### config.mk
export PLATFORM = sky130hd
export DESIGN_NAME = biquad_iir_filter
export DESIGN_NICKNAME = d
export VERILOG_FILES = /design/src/biq_pkg.sv /design/src/biq_ctrl.sv /design/src/biq_dp.sv /design/src/biquad_iir_filter.sv
export VERILOG_INCLUDE_DIRS = /design/src /design/src/src
export SDC_FILE = /design/constraint.sdc
export NUM_CORES = 2
export LEC_CHECK = 0
export BUFFER_PORTS_ARGS = -buffer_cell sky130_fd_sc_hd__buf_4
export CAP_MARGIN = 20
export CORE_MARGIN = 4
export CORE_UTILIZATION = 41
export DETAILED_ROUTE_END_ITERATION = 10
export GPL_ROUTABILITY_DRIVEN = 1
export PLACE_DENSITY = 0.53
export SLEW_MARGIN = 0
export SYNTH_ARGS = -nofsm -noshare
export SYNTH_HDL_FRONTEND = slang
export SYNTH_SLANG_ARGS = --single-unit
### constraint.sdc
create_clock -name clk -period 31.3 [get_ports clk]
set_clock_uncertainty 0.1 [all_clocks]
set_input_delay 3.13 -clock clk [delete_from_list [all_inputs] [get_ports clk]]
set_output_delay 3.13 -clock clk [all_outputs]
set_load 0.01 [all_outputs]
### src/biquad_iir_filter_defines.svh
// -----------------------------------------------------------------------------
// biquad_iir_filter_defines.svh
// Assertion macros used by the biquad filter control module.
// -----------------------------------------------------------------------------
`ifndef BIQUAD_IIR_FILTER_DEFINES_SVH
`define BIQUAD_IIR_FILTER_DEFINES_SVH

// The consequent must hold in the same cycle as the antecedent.
`define BIQ_ASSERT_SAME(label, ante, cons, msg) \
  label: assert property (@(posedge clk) disable iff (rst) (ante) |-> (cons)) \
    else $error(msg);

// The consequent must hold in the cycle after the antecedent.
`define BIQ_ASSERT_NEXT(label, ante, cons, msg) \
  label: assert property (@(posedge clk) disable iff (rst) (ante) |=> (cons)) \
    else $error(msg);

`endif

### src/biq_pkg.sv
// -----------------------------------------------------------------------------
// biq_pkg
// Types, constants and a helper function for the biquad filter.
// -----------------------------------------------------------------------------
package biq_pkg;

  localparam int COEF_W          = 24;
  localparam int DELAY_W         = 40;
  localparam int ACC_W           = 64;
  localparam int COEF_FRAC_BITS  = 20;
  localparam int Y_SPLIT         = DELAY_W / 2;
  localparam int CFG_ADDR_W      = 3;

  localparam logic signed [ACC_W-1:0] ROUND_HALF = ACC_W'(1) << (COEF_FRAC_BITS - 1);
  localparam logic signed [COEF_W-1:0] COEF_ONE  = COEF_W'(1) << COEF_FRAC_BITS;
  localparam logic signed [DELAY_W-1:0] DELAY_MAX = {1'b0, {(DELAY_W-1){1'b1}}};
  localparam logic signed [DELAY_W-1:0] DELAY_MIN = {1'b1, {(DELAY_W-1){1'b0}}};

  // Configuration register indexes.
  localparam logic [CFG_ADDR_W-1:0] CFG_B0 = 3'd0;
  localparam logic [CFG_ADDR_W-1:0] CFG_B1 = 3'd1;
  localparam logic [CFG_ADDR_W-1:0] CFG_B2 = 3'd2;
  localparam logic [CFG_ADDR_W-1:0] CFG_A1 = 3'd3;
  localparam logic [CFG_ADDR_W-1:0] CFG_A2 = 3'd4;

  // Datapath operation for the current cycle.
  typedef enum logic [3:0] {
    OP_NONE,
    OP_MUL_B0,
    OP_Y,
    OP_N1_BASE,
    OP_FB1_HI,
    OP_FB1_LO,
    OP_N1_SUB,
    OP_FB2_HI,
    OP_FB2_LO,
    OP_FINISH
  } op_t;

  typedef struct packed {
    logic load;
    op_t  op;
  } cmd_t;

  typedef struct packed {
    logic out_blocked;
  } status_t;

  typedef struct packed {
    logic                      hit;
    logic signed [DELAY_W-1:0] value;
  } sat_t;

  function automatic sat_t sat_delay(input logic signed [ACC_W-1:0] v);
    sat_t s;
    s.hit = !((&v[ACC_W-1:DELAY_W-1]) || !(|v[ACC_W-1:DELAY_W-1]));
    if (s.hit) begin
      s.value = v[ACC_W-1] ? DELAY_MIN : DELAY_MAX;
    end else begin
      s.value = v[DELAY_W-1:0];
    end
    return s;
  endfunction

endpackage

### src/biq_ctrl.sv
// -----------------------------------------------------------------------------
// biq_ctrl
// Sequencer that walks the datapath through the steps of one sample.
// -----------------------------------------------------------------------------
`include "biquad_iir_filter_defines.svh"

module biq_ctrl (
  input  logic             clk,
  input  logic             rst,
  input  logic             in_valid,
  output logic             in_ready,
  input  biq_pkg::status_t status,
  output biq_pkg::cmd_t    cmd
);
  import biq_pkg::*;

  typedef enum logic {
    ST_IDLE,
    ST_RUN
  } state_t;

  state_t state;
  op_t    op;
  logic   in_fire;

  assign in_fire  = in_valid && in_ready;
  assign cmd.load = in_fire;
  assign cmd.op   = op;

  always_ff @(posedge clk) begin
    if (rst) begin
      state    <= ST_IDLE;
      op       <= OP_NONE;
      in_ready <= 1'b1;
    end else begin
      unique case (state)
        ST_IDLE: begin
          if (in_fire) begin
            state    <= ST_RUN;
            op       <= OP_MUL_B0;
            in_ready <= 1'b0;
          end
        end
        ST_RUN: begin
          unique case (op)
            OP_MUL_B0:  op <= OP_Y;
            OP_Y:       op <= OP_N1_BASE;
            OP_N1_BASE: op <= OP_FB1_HI;
            OP_FB1_HI:  op <= OP_FB1_LO;
            OP_FB1_LO:  op <= OP_N1_SUB;
            OP_N1_SUB:  op <= OP_FB2_HI;
            OP_FB2_HI:  op <= OP_FB2_LO;
            OP_FB2_LO:  op <= OP_FINISH;
            OP_FINISH: begin
              // The last step waits until the output register can take the result.
              if (!status.out_blocked) begin
                state    <= ST_IDLE;
                op       <= OP_NONE;
                in_ready <= 1'b1;
              end
            end
            default: begin
              state    <= ST_IDLE;
              op       <= OP_NONE;
              in_ready <= 1'b1;
            end
          endcase
        end
        default: begin
          state    <= ST_IDLE;
          op       <= OP_NONE;
          in_ready <= 1'b1;
        end
      endcase
    end
  end

  `BIQ_ASSERT_NEXT(a_accept_starts, in_fire, (op == OP_MUL_B0) && !in_ready, "accepted sample did not start the sequence")
  `BIQ_ASSERT_SAME(a_ready_only_idle, in_ready, op == OP_NONE, "ready raised while a sample is in progress")
  `BIQ_ASSERT_NEXT(a_finish_holds, (op == OP_FINISH) && status.out_blocked, op == OP_FINISH, "final step left while the output was blocked")
  `BIQ_ASSERT_NEXT(a_finish_frees, (op == OP_FINISH) && !status.out_blocked, in_ready, "input not reopened after the final step")

endmodule

### src/biq_dp.sv
// -----------------------------------------------------------------------------
// biq_dp
// Coefficient registers, shared multiplier, accumulators, delays and output.
// -----------------------------------------------------------------------------
module biq_dp #(
  parameter int SAMPLE_WIDTH = 16
) (
  input  logic                                clk,
  input  logic                                rst,
  input  logic                                cfg_we,
  input  logic [biq_pkg::CFG_ADDR_W-1:0]      cfg_addr,
  input  logic [biq_pkg::COEF_W-1:0]          cfg_data,
  input  biq_pkg::cmd_t                       cmd,
  input  logic signed [SAMPLE_WIDTH-1:0]      in_sample,
  input  logic                                in_restart,
  output biq_pkg::status_t                    status,
  output logic                                out_valid,
  input  logic                                out_ready,
  output logic signed [SAMPLE_WIDTH-1:0]      filtered,
  output logic                                clipped
);
  import biq_pkg::*;

  // Multiplier operand B carries either the sample or one half of y.
  localparam int MB = (SAMPLE_WIDTH > Y_SPLIT + 1) ? SAMPLE_WIDTH : Y_SPLIT + 1;
  localparam int PW = COEF_W + MB;
  localparam logic signed [SAMPLE_WIDTH-1:0] SMAX = {1'b0, {(SAMPLE_WIDTH-1){1'b1}}};
  localparam logic signed [SAMPLE_WIDTH-1:0] SMIN = {1'b1, {(SAMPLE_WIDTH-1){1'b0}}};

  logic signed [COEF_W-1:0]       coef_b0, coef_b1, coef_b2, coef_a1, coef_a2;
  logic signed [SAMPLE_WIDTH-1:0] x;
  logic signed [DELAY_W-1:0]      y, d1, d2;
  logic signed [ACC_W-1:0]        n1, n2, pacc;
  logic signed [PW-1:0]           preg;
  logic signed [SAMPLE_WIDTH-1:0] y_out;
  logic                           hit;

  logic signed [COEF_W-1:0]       mul_a;
  logic signed [MB-1:0]           mul_b;
  logic signed [PW-1:0]           product;
  logic signed [Y_SPLIT-1:0]      y_hi;
  logic signed [Y_SPLIT:0]        y_lo;
  logic signed [ACC_W-1:0]        preg_ext, preg_up, pacc_scaled, y_round;
  sat_t                           sat_y, sat_n1, sat_n2;
  logic                           out_ovf;
  logic signed [SAMPLE_WIDTH-1:0] out_sat;
  logic                           finish_go;

  assign status.out_blocked = out_valid && !out_ready;
  assign finish_go          = (cmd.op == OP_FINISH) && !status.out_blocked;

  // Configuration registers.
  always_ff @(posedge clk) begin
    if (rst) begin
      coef_b0 <= COEF_ONE;
      coef_b1 <= '0;
      coef_b2 <= '0;
      coef_a1 <= '0;
      coef_a2 <= '0;
    end else if (cfg_we) begin
      unique case (cfg_addr)
        CFG_B0:  coef_b0 <= cfg_data;
        CFG_B1:  coef_b1 <= cfg_data;
        CFG_B2:  coef_b2 <= cfg_data;
        CFG_A1:  coef_a1 <= cfg_data;
        CFG_A2:  coef_a2 <= cfg_data;
        default: ;
      endcase
    end
  end

  // The 40-bit y is split so that every product fits one narrow multiplier.
  assign y_hi = y[DELAY_W-1:Y_SPLIT];
  assign y_lo = {1'b0, y[Y_SPLIT-1:0]};

  always_comb begin
    unique case (cmd.op)
      OP_Y:       begin mul_a = coef_b1; mul_b = MB'(x);    end
      OP_N1_BASE: begin mul_a = coef_a1; mul_b = MB'(y_hi); end
      OP_FB1_HI:  begin mul_a = coef_a1; mul_b = MB'(y_lo); end
      OP_FB1_LO:  begin mul_a = coef_b2; mul_b = MB'(x);    end
      OP_N1_SUB:  begin mul_a = coef_a2; mul_b = MB'(y_hi); end
      OP_FB2_HI:  begin mul_a = coef_a2; mul_b = MB'(y_lo); end
      default:    begin mul_a = coef_b0; mul_b = MB'(x);    end
    endcase
  end

  assign product     = mul_a * mul_b;
  assign preg_ext    = ACC_W'(preg);
  assign preg_up     = (preg_ext <<< Y_SPLIT) + ROUND_HALF;
  assign pacc_scaled = pacc >>> COEF_FRAC_BITS;
  assign sat_y       = sat_delay(preg_ext + ACC_W'(d1));
  assign sat_n1      = sat_delay(n1);
  assign sat_n2      = sat_delay(n2 - pacc_scaled);
  assign y_round     = (ACC_W'(y) + ROUND_HALF) >>> COEF_FRAC_BITS;
  assign out_ovf     = !((&y_round[ACC_W-1:SAMPLE_WIDTH-1]) ||
                         !(|y_round[ACC_W-1:SAMPLE_WIDTH-1]));
  assign out_sat     = out_ovf ? (y_round[ACC_W-1] ? SMIN : SMAX)
                               : y_round[SAMPLE_WIDTH-1:0];

  always_ff @(posedge clk) begin
    preg <= product;
    if (cmd.load) begin
      x   <= in_sample;
      hit <= 1'b0;
    end
    unique case (cmd.op)
      OP_Y: begin
        y   <= sat_y.value;
        hit <= sat_y.hit;
      end
      OP_N1_BASE: begin
        n1    <= preg_ext + ACC_W'(d2);
        y_out <= out_sat;
        hit   <= hit | out_ovf;
      end
      OP_FB1_HI: pacc <= preg_up;
      OP_FB1_LO: pacc <= pacc + preg_ext;
      OP_N1_SUB: begin
        n1 <= n1 - pacc_scaled;
        n2 <= preg_ext;
      end
      OP_FB2_HI: begin
        hit  <= hit | sat_n1.hit;
        pacc <= preg_up;
      end
      OP_FB2_LO: pacc <= pacc + preg_ext;
      OP_FINISH: begin
        if (finish_go) begin
          filtered <= y_out;
          clipped  <= hit | sat_n2.hit;
        end
      end
      default: ;
    endcase
  end

  // The delays clear on reset and ahead of a restart transaction.
  always_ff @(posedge clk) begin
    if (rst || (cmd.load && in_restart)) begin
      d1 <= '0;
      d2 <= '0;
    end else begin
      if (cmd.op == OP_FB2_HI) begin
        d1 <= sat_n1.value;
      end
      if (finish_go) begin
        d2 <= sat_n2.value;
      end
    end
  end

  always_ff @(posedge clk) begin
    if (rst) begin
      out_valid <= 1'b0;
    end else if (finish_go) begin
      out_valid <= 1'b1;
    end else if (out_ready) begin
      out_valid <= 1'b0;
    end
  end

endmodule

### src/biquad_iir_filter.sv
// -----------------------------------------------------------------------------
// biquad_iir_filter
// Second-order IIR section, transposed direct form II, in fixed point.
//
// Channel   Direction  Transaction carries
// s_axis    in         sample (tdata), restart (tuser)
// m_axis    out        filtered (tdata), clipped (tuser)
// cfg       in         one coefficient write per cycle with cfg_we high
//
// A sample passes through nine sequenced steps from acceptance to its result
// entering the output register, seven of them on the single shared multiplier.
// A new sample is accepted only after the previous one is through, as ready
// rises again only after the last step.
// A held result stalls the last step only, and the input side stays closed
// while it waits. Reset is synchronous; it restores default coefficients and
// zeroes both delays.
// -----------------------------------------------------------------------------
module biquad_iir_filter #(
  parameter int SAMPLE_WIDTH = 16
) (
  input  logic                                    clk,
  input  logic                                    rst,
  input  logic                                    s_tvalid,
  output logic                                    s_tready,
  input  logic [((SAMPLE_WIDTH + 7) / 8) * 8-1:0] s_tdata,  // [SW-1:0] sample
  input  logic                                    s_tuser,  // [0] restart
  output logic                                    m_tvalid,
  input  logic                                    m_tready,
  output logic [((SAMPLE_WIDTH + 7) / 8) * 8-1:0] m_tdata,  // [SW-1:0] filtered
  output logic                                    m_tuser,  // [0] clipped
  input  logic                                    cfg_we,
  input  logic [biq_pkg::CFG_ADDR_W-1:0]          cfg_addr,
  input  logic [biq_pkg::COEF_W-1:0]              cfg_data
);
  import biq_pkg::*;

  localparam int DATA_W = ((SAMPLE_WIDTH + 7) / 8) * 8;

  cmd_t                           cmd;
  status_t                        status;
  logic signed [SAMPLE_WIDTH-1:0] in_sample;
  logic signed [SAMPLE_WIDTH-1:0] filtered;

  assign in_sample = s_tdata[SAMPLE_WIDTH-1:0];
  assign m_tdata   = DATA_W'($unsigned(filtered));

  biq_ctrl u_ctrl (
    .clk      (clk),
    .rst      (rst),
    .in_valid (s_tvalid),
    .in_ready (s_tready),
    .status   (status),
    .cmd      (cmd)
  );

  biq_dp #(
    .SAMPLE_WIDTH (SAMPLE_WIDTH)
  ) u_dp (
    .clk        (clk),
    .rst        (rst),
    .cfg_we     (cfg_we),
    .cfg_addr   (cfg_addr),
    .cfg_data   (cfg_data),
    .cmd        (cmd),
    .in_sample  (in_sample),
    .in_restart (s_tuser),
    .status     (status),
    .out_valid  (m_tvalid),
    .out_ready  (m_tready),
    .filtered   (filtered),
    .clipped    (m_tuser)
  );

endmodule
==> impl_metrics.py <==
metrics = {
    "outcome": {
        "status": "completed",
    },
    "clock_tree": {
        "hold_buffers": 0,
        "root_buffer": "clkbuf_16",
        "cts_resized": 0,
        "clk_pin_slew_worst_paths_ns": 0.06,
        "htree_levels": 3,
        "clock_path_buffers": 3,
        "cts_buffers": 68,
        "cts_tree": "yes",
        "cts.sinks": 515,
        "clk_latency_ns": 0.67,
        "cts_setup_buffers": 0,
    },
    "sta": {
        "setup_viol": 0,
        "fin_crit_ns": 11.91,
        "fin_crit_sh": 0.3806,
        "drv_slew": 0,
        "hold_viol_final": 0,
        "worst_pin_slew_ns": 1.191,
        "relSlewSlack": 0.2038,
        "rsz0062_at_grt": "no",
        "tns_ns": 0,
        "fmax_mhz": 83.94,
    },
    "worst_setup_path": {
        "crit_top_cell": "fa_1",
        "crit_path_start_kind": "flip-flop",
        "crit_cells": 36,
        "cp.arrival_ns": 12.36,
        "worst-r2r-cell-count": 36,
        "critical_path.top_delay_family": "adder cells",
        "worstPathBufferInverterCount": 8,
        "cp_max_fo": 61,
        "slowest_stage": "a21oi_2",
        "worstSetupPathType": "flip-flop to flip-flop",
        "required_ns": 31.75,
        "cpPeakStageDelay_ns": 0.86,
        "cp-end-kind": "flip-flop",
    },
    "synthesis": {
        "syn_area_per_cell_um2": 8.647,
        "syn_area_mm2": 0.05287,
        "syn_nets": 7063,
        "ys_ff_latch": 515,
        "synth_flop_cell": "edfxtp_1",
        "yosys.area.top_type": "fa_1",
        "syn_inst": 6114,
        "yosysSeqAreaShare": 0.2448,
        "ys_types": 99,
        "synth_most_common_cell": "nand2_1",
        "synthTopCellsByCount": "875 x nand2_1, 737 x inv_1, 521 x fa_1, 472 x a21oi_1, 463 x nor2_1",
        "yosys-top-cells-area": "fa_1 20%, edfxtp_1 15%, dfxtp_1 9.5%",
        "synth-warning-count": 0,
        "async_flop_share": 0,
        "synth_enable_flop_cells": 263,
        "synth_top_cell_area_share": 0.1973,
    },
    "layout": {
        "multi_input_area_mm2": 0.03607,
        "nets": 6989,
        "filler_cell_count": 12716,
        "stdcell_area_mm2": 0.05732,
        "drive_gt1_frac": 0.05794,
        "seqCellArea_mm2": 0.01294,
        "area_growth_pct": 8.409,
    },
    "flow_run": {
        "cap_violations": 0,
    },
    "placement": {
        "dpl_cell_area_mm2": 0.05500,
        "port_buffers": 67,
        "gp_congestion": 0.9230,
        "hpwl_um": 134300,
    },
    "floorplan": {
        "fp.dieH_um": 367.1,
        "core_mm2": 0.1278,
        "fp.dieArea_mm2": 0.1348,
        "die_width_um": 367.1,
        "rows": 131,
        "pin_count": 68,
        "start_util": 0.4135,
    },
    "global_route": {
        "grt_pass1_vias": 42997,
        "grt_antenna_before_repair": 3,
        "grt_first_pass_wirelength_um": 263100,
        "grt_overflow_total": 0,
        "track_usage": 0.2523,
        "grt_max_degree": 81,
    },
    "min_path": {
        "hold_class": "flip-flop to flip-flop",
        "hold_path_depth": 0,
    },
    "pwr": {
        "peakVddDrop_mv": 0.05014,
        "leakagePower_nw": 25.28,
        "powerDensity_mw_per_mm2": 49.43,
    },
    "drt": {
        "vias": 43633,
        "vias_per_cell": 5.626,
        "wl_um": 173300,
        "antenna_left": 0,
        "avgRoutedWirePerCell_um": 22.35,
        "first_iter_violations": 3472,
        "first_pass_iters": 5,
        "drc": 0,
    },
}
-- layout by cell type (no fill, tap or decap), types with 147 or more instances in the layout --
cell type and n:
buf_4 147, xnor2_1 169, dfxtp_1 252, nand2_1 874, nor2_1 458, inv_1 736
a21oi_1 466, fa_1 521, ha_1 379, o21ai_0 258, edfxtp_1 263, a21o_1 178
-- per-stage QoR --
stage	hold WS [ns]	power, mW	setup slack, ns	utilization	instances
after floorplan	0.3003	1.656	19.76	-	6114
after global placement	0.3035	2.007	19.53	0.4301	7631
after detailed placement	0.3066	2.012	19.47	0.4302	7632
after CTS	0.3222	2.841	19.43	0.4483	7755
after global routing	0.3294	3.012	18.38	0.4483	7755
final	0.3215	2.833	19.39	0.4483	7756
-- final timing paths --
| check | start | end | slack, ns |
|---|---|---|---|
| max | u_ctrl.op[2]$_SDFFE_PP0P_ | u_dp.preg[43]$_DFF_P_ | 19.39 |
| min | u_dp.y_out[11]$_DFFE_PP_ | u_dp.filtered[11]$_DFFE_PP_ | 0.32 |
| max reg2reg | u_ctrl.op[2]$_SDFFE_PP0P_ | u_dp.preg[43]$_DFF_P_ | 19.39 |
| min reg2reg | u_dp.y_out[11]$_DFFE_PP_ | u_dp.filtered[11]$_DFFE_PP_ | 0.32 |
-- final cells by class --
type,count,share of cell area
timing repair buffer,148,0.01952
clock buffer,95,0.03486
inverter,741,0.04859
antenna,1,0.00004366
clock inverter,28,0.005479
tap,1662,0.03628
sequential,515,0.2258
multi-input combinational,4566,0.6294
-- cell families after synthesis --
kind of cell             synth area share
AND/OR/NAND/NOR                    0.1635
AO/OA/AOI/OAI                      0.1742
buffers and inverters             0.07533
adder cells (fa/ha/maj)            0.2870
flip-flops                         0.2448
XOR/XNOR                          0.04553
multiplexers                     0.009656
-- power breakdown --
group          switching (mW)  leakage, nW  total [mW]  internal, mW
Combinational           0.689         19.7        1.14         0.452
Clock                   0.334         1.13       0.818         0.483
Sequential              0.103         4.43       0.874         0.771
Total                    1.13         25.3        2.83          1.71
-- metal layers --
layer | wire length (um) | global-route usage | part of all wire | vias up
met4 | 5851 | 0.07940 | 0.034 | 0
met1 | 78450 | 0.3501 | 0.45 | 21571
met2 | 80070 | 0.4122 | 0.46 | 1221
met3 | 8938 | 0.03046 | 0.052 | 264
li1 | - | - | - | 20577
met5 | 0 | 0 | 0 | -
-- sequential cells by signal (all words and copies together), names as in the netlist --
register / count
u_ctrl.state: 1
u_dp.out_valid: 1
u_dp.y_out: 16
u_dp.x: 16
u_dp.n2: 45
u_dp.pacc: 64
u_dp.coef_b2: 24
u_dp.coef_b0: 24
u_dp.d2: 40
u_dp.clipped: 1
u_dp.preg: 45
u_dp.d1: 40
u_dp.filtered: 16
u_dp.coef_a2: 24
u_dp.y: 40
u_dp.n1: 64
u_dp.coef_a1: 24
u_dp.hit: 1
u_ctrl.op: 4
u_dp.coef_b1: 24
u_ctrl.in_ready: 1
(Power assumes the default switching activity.)
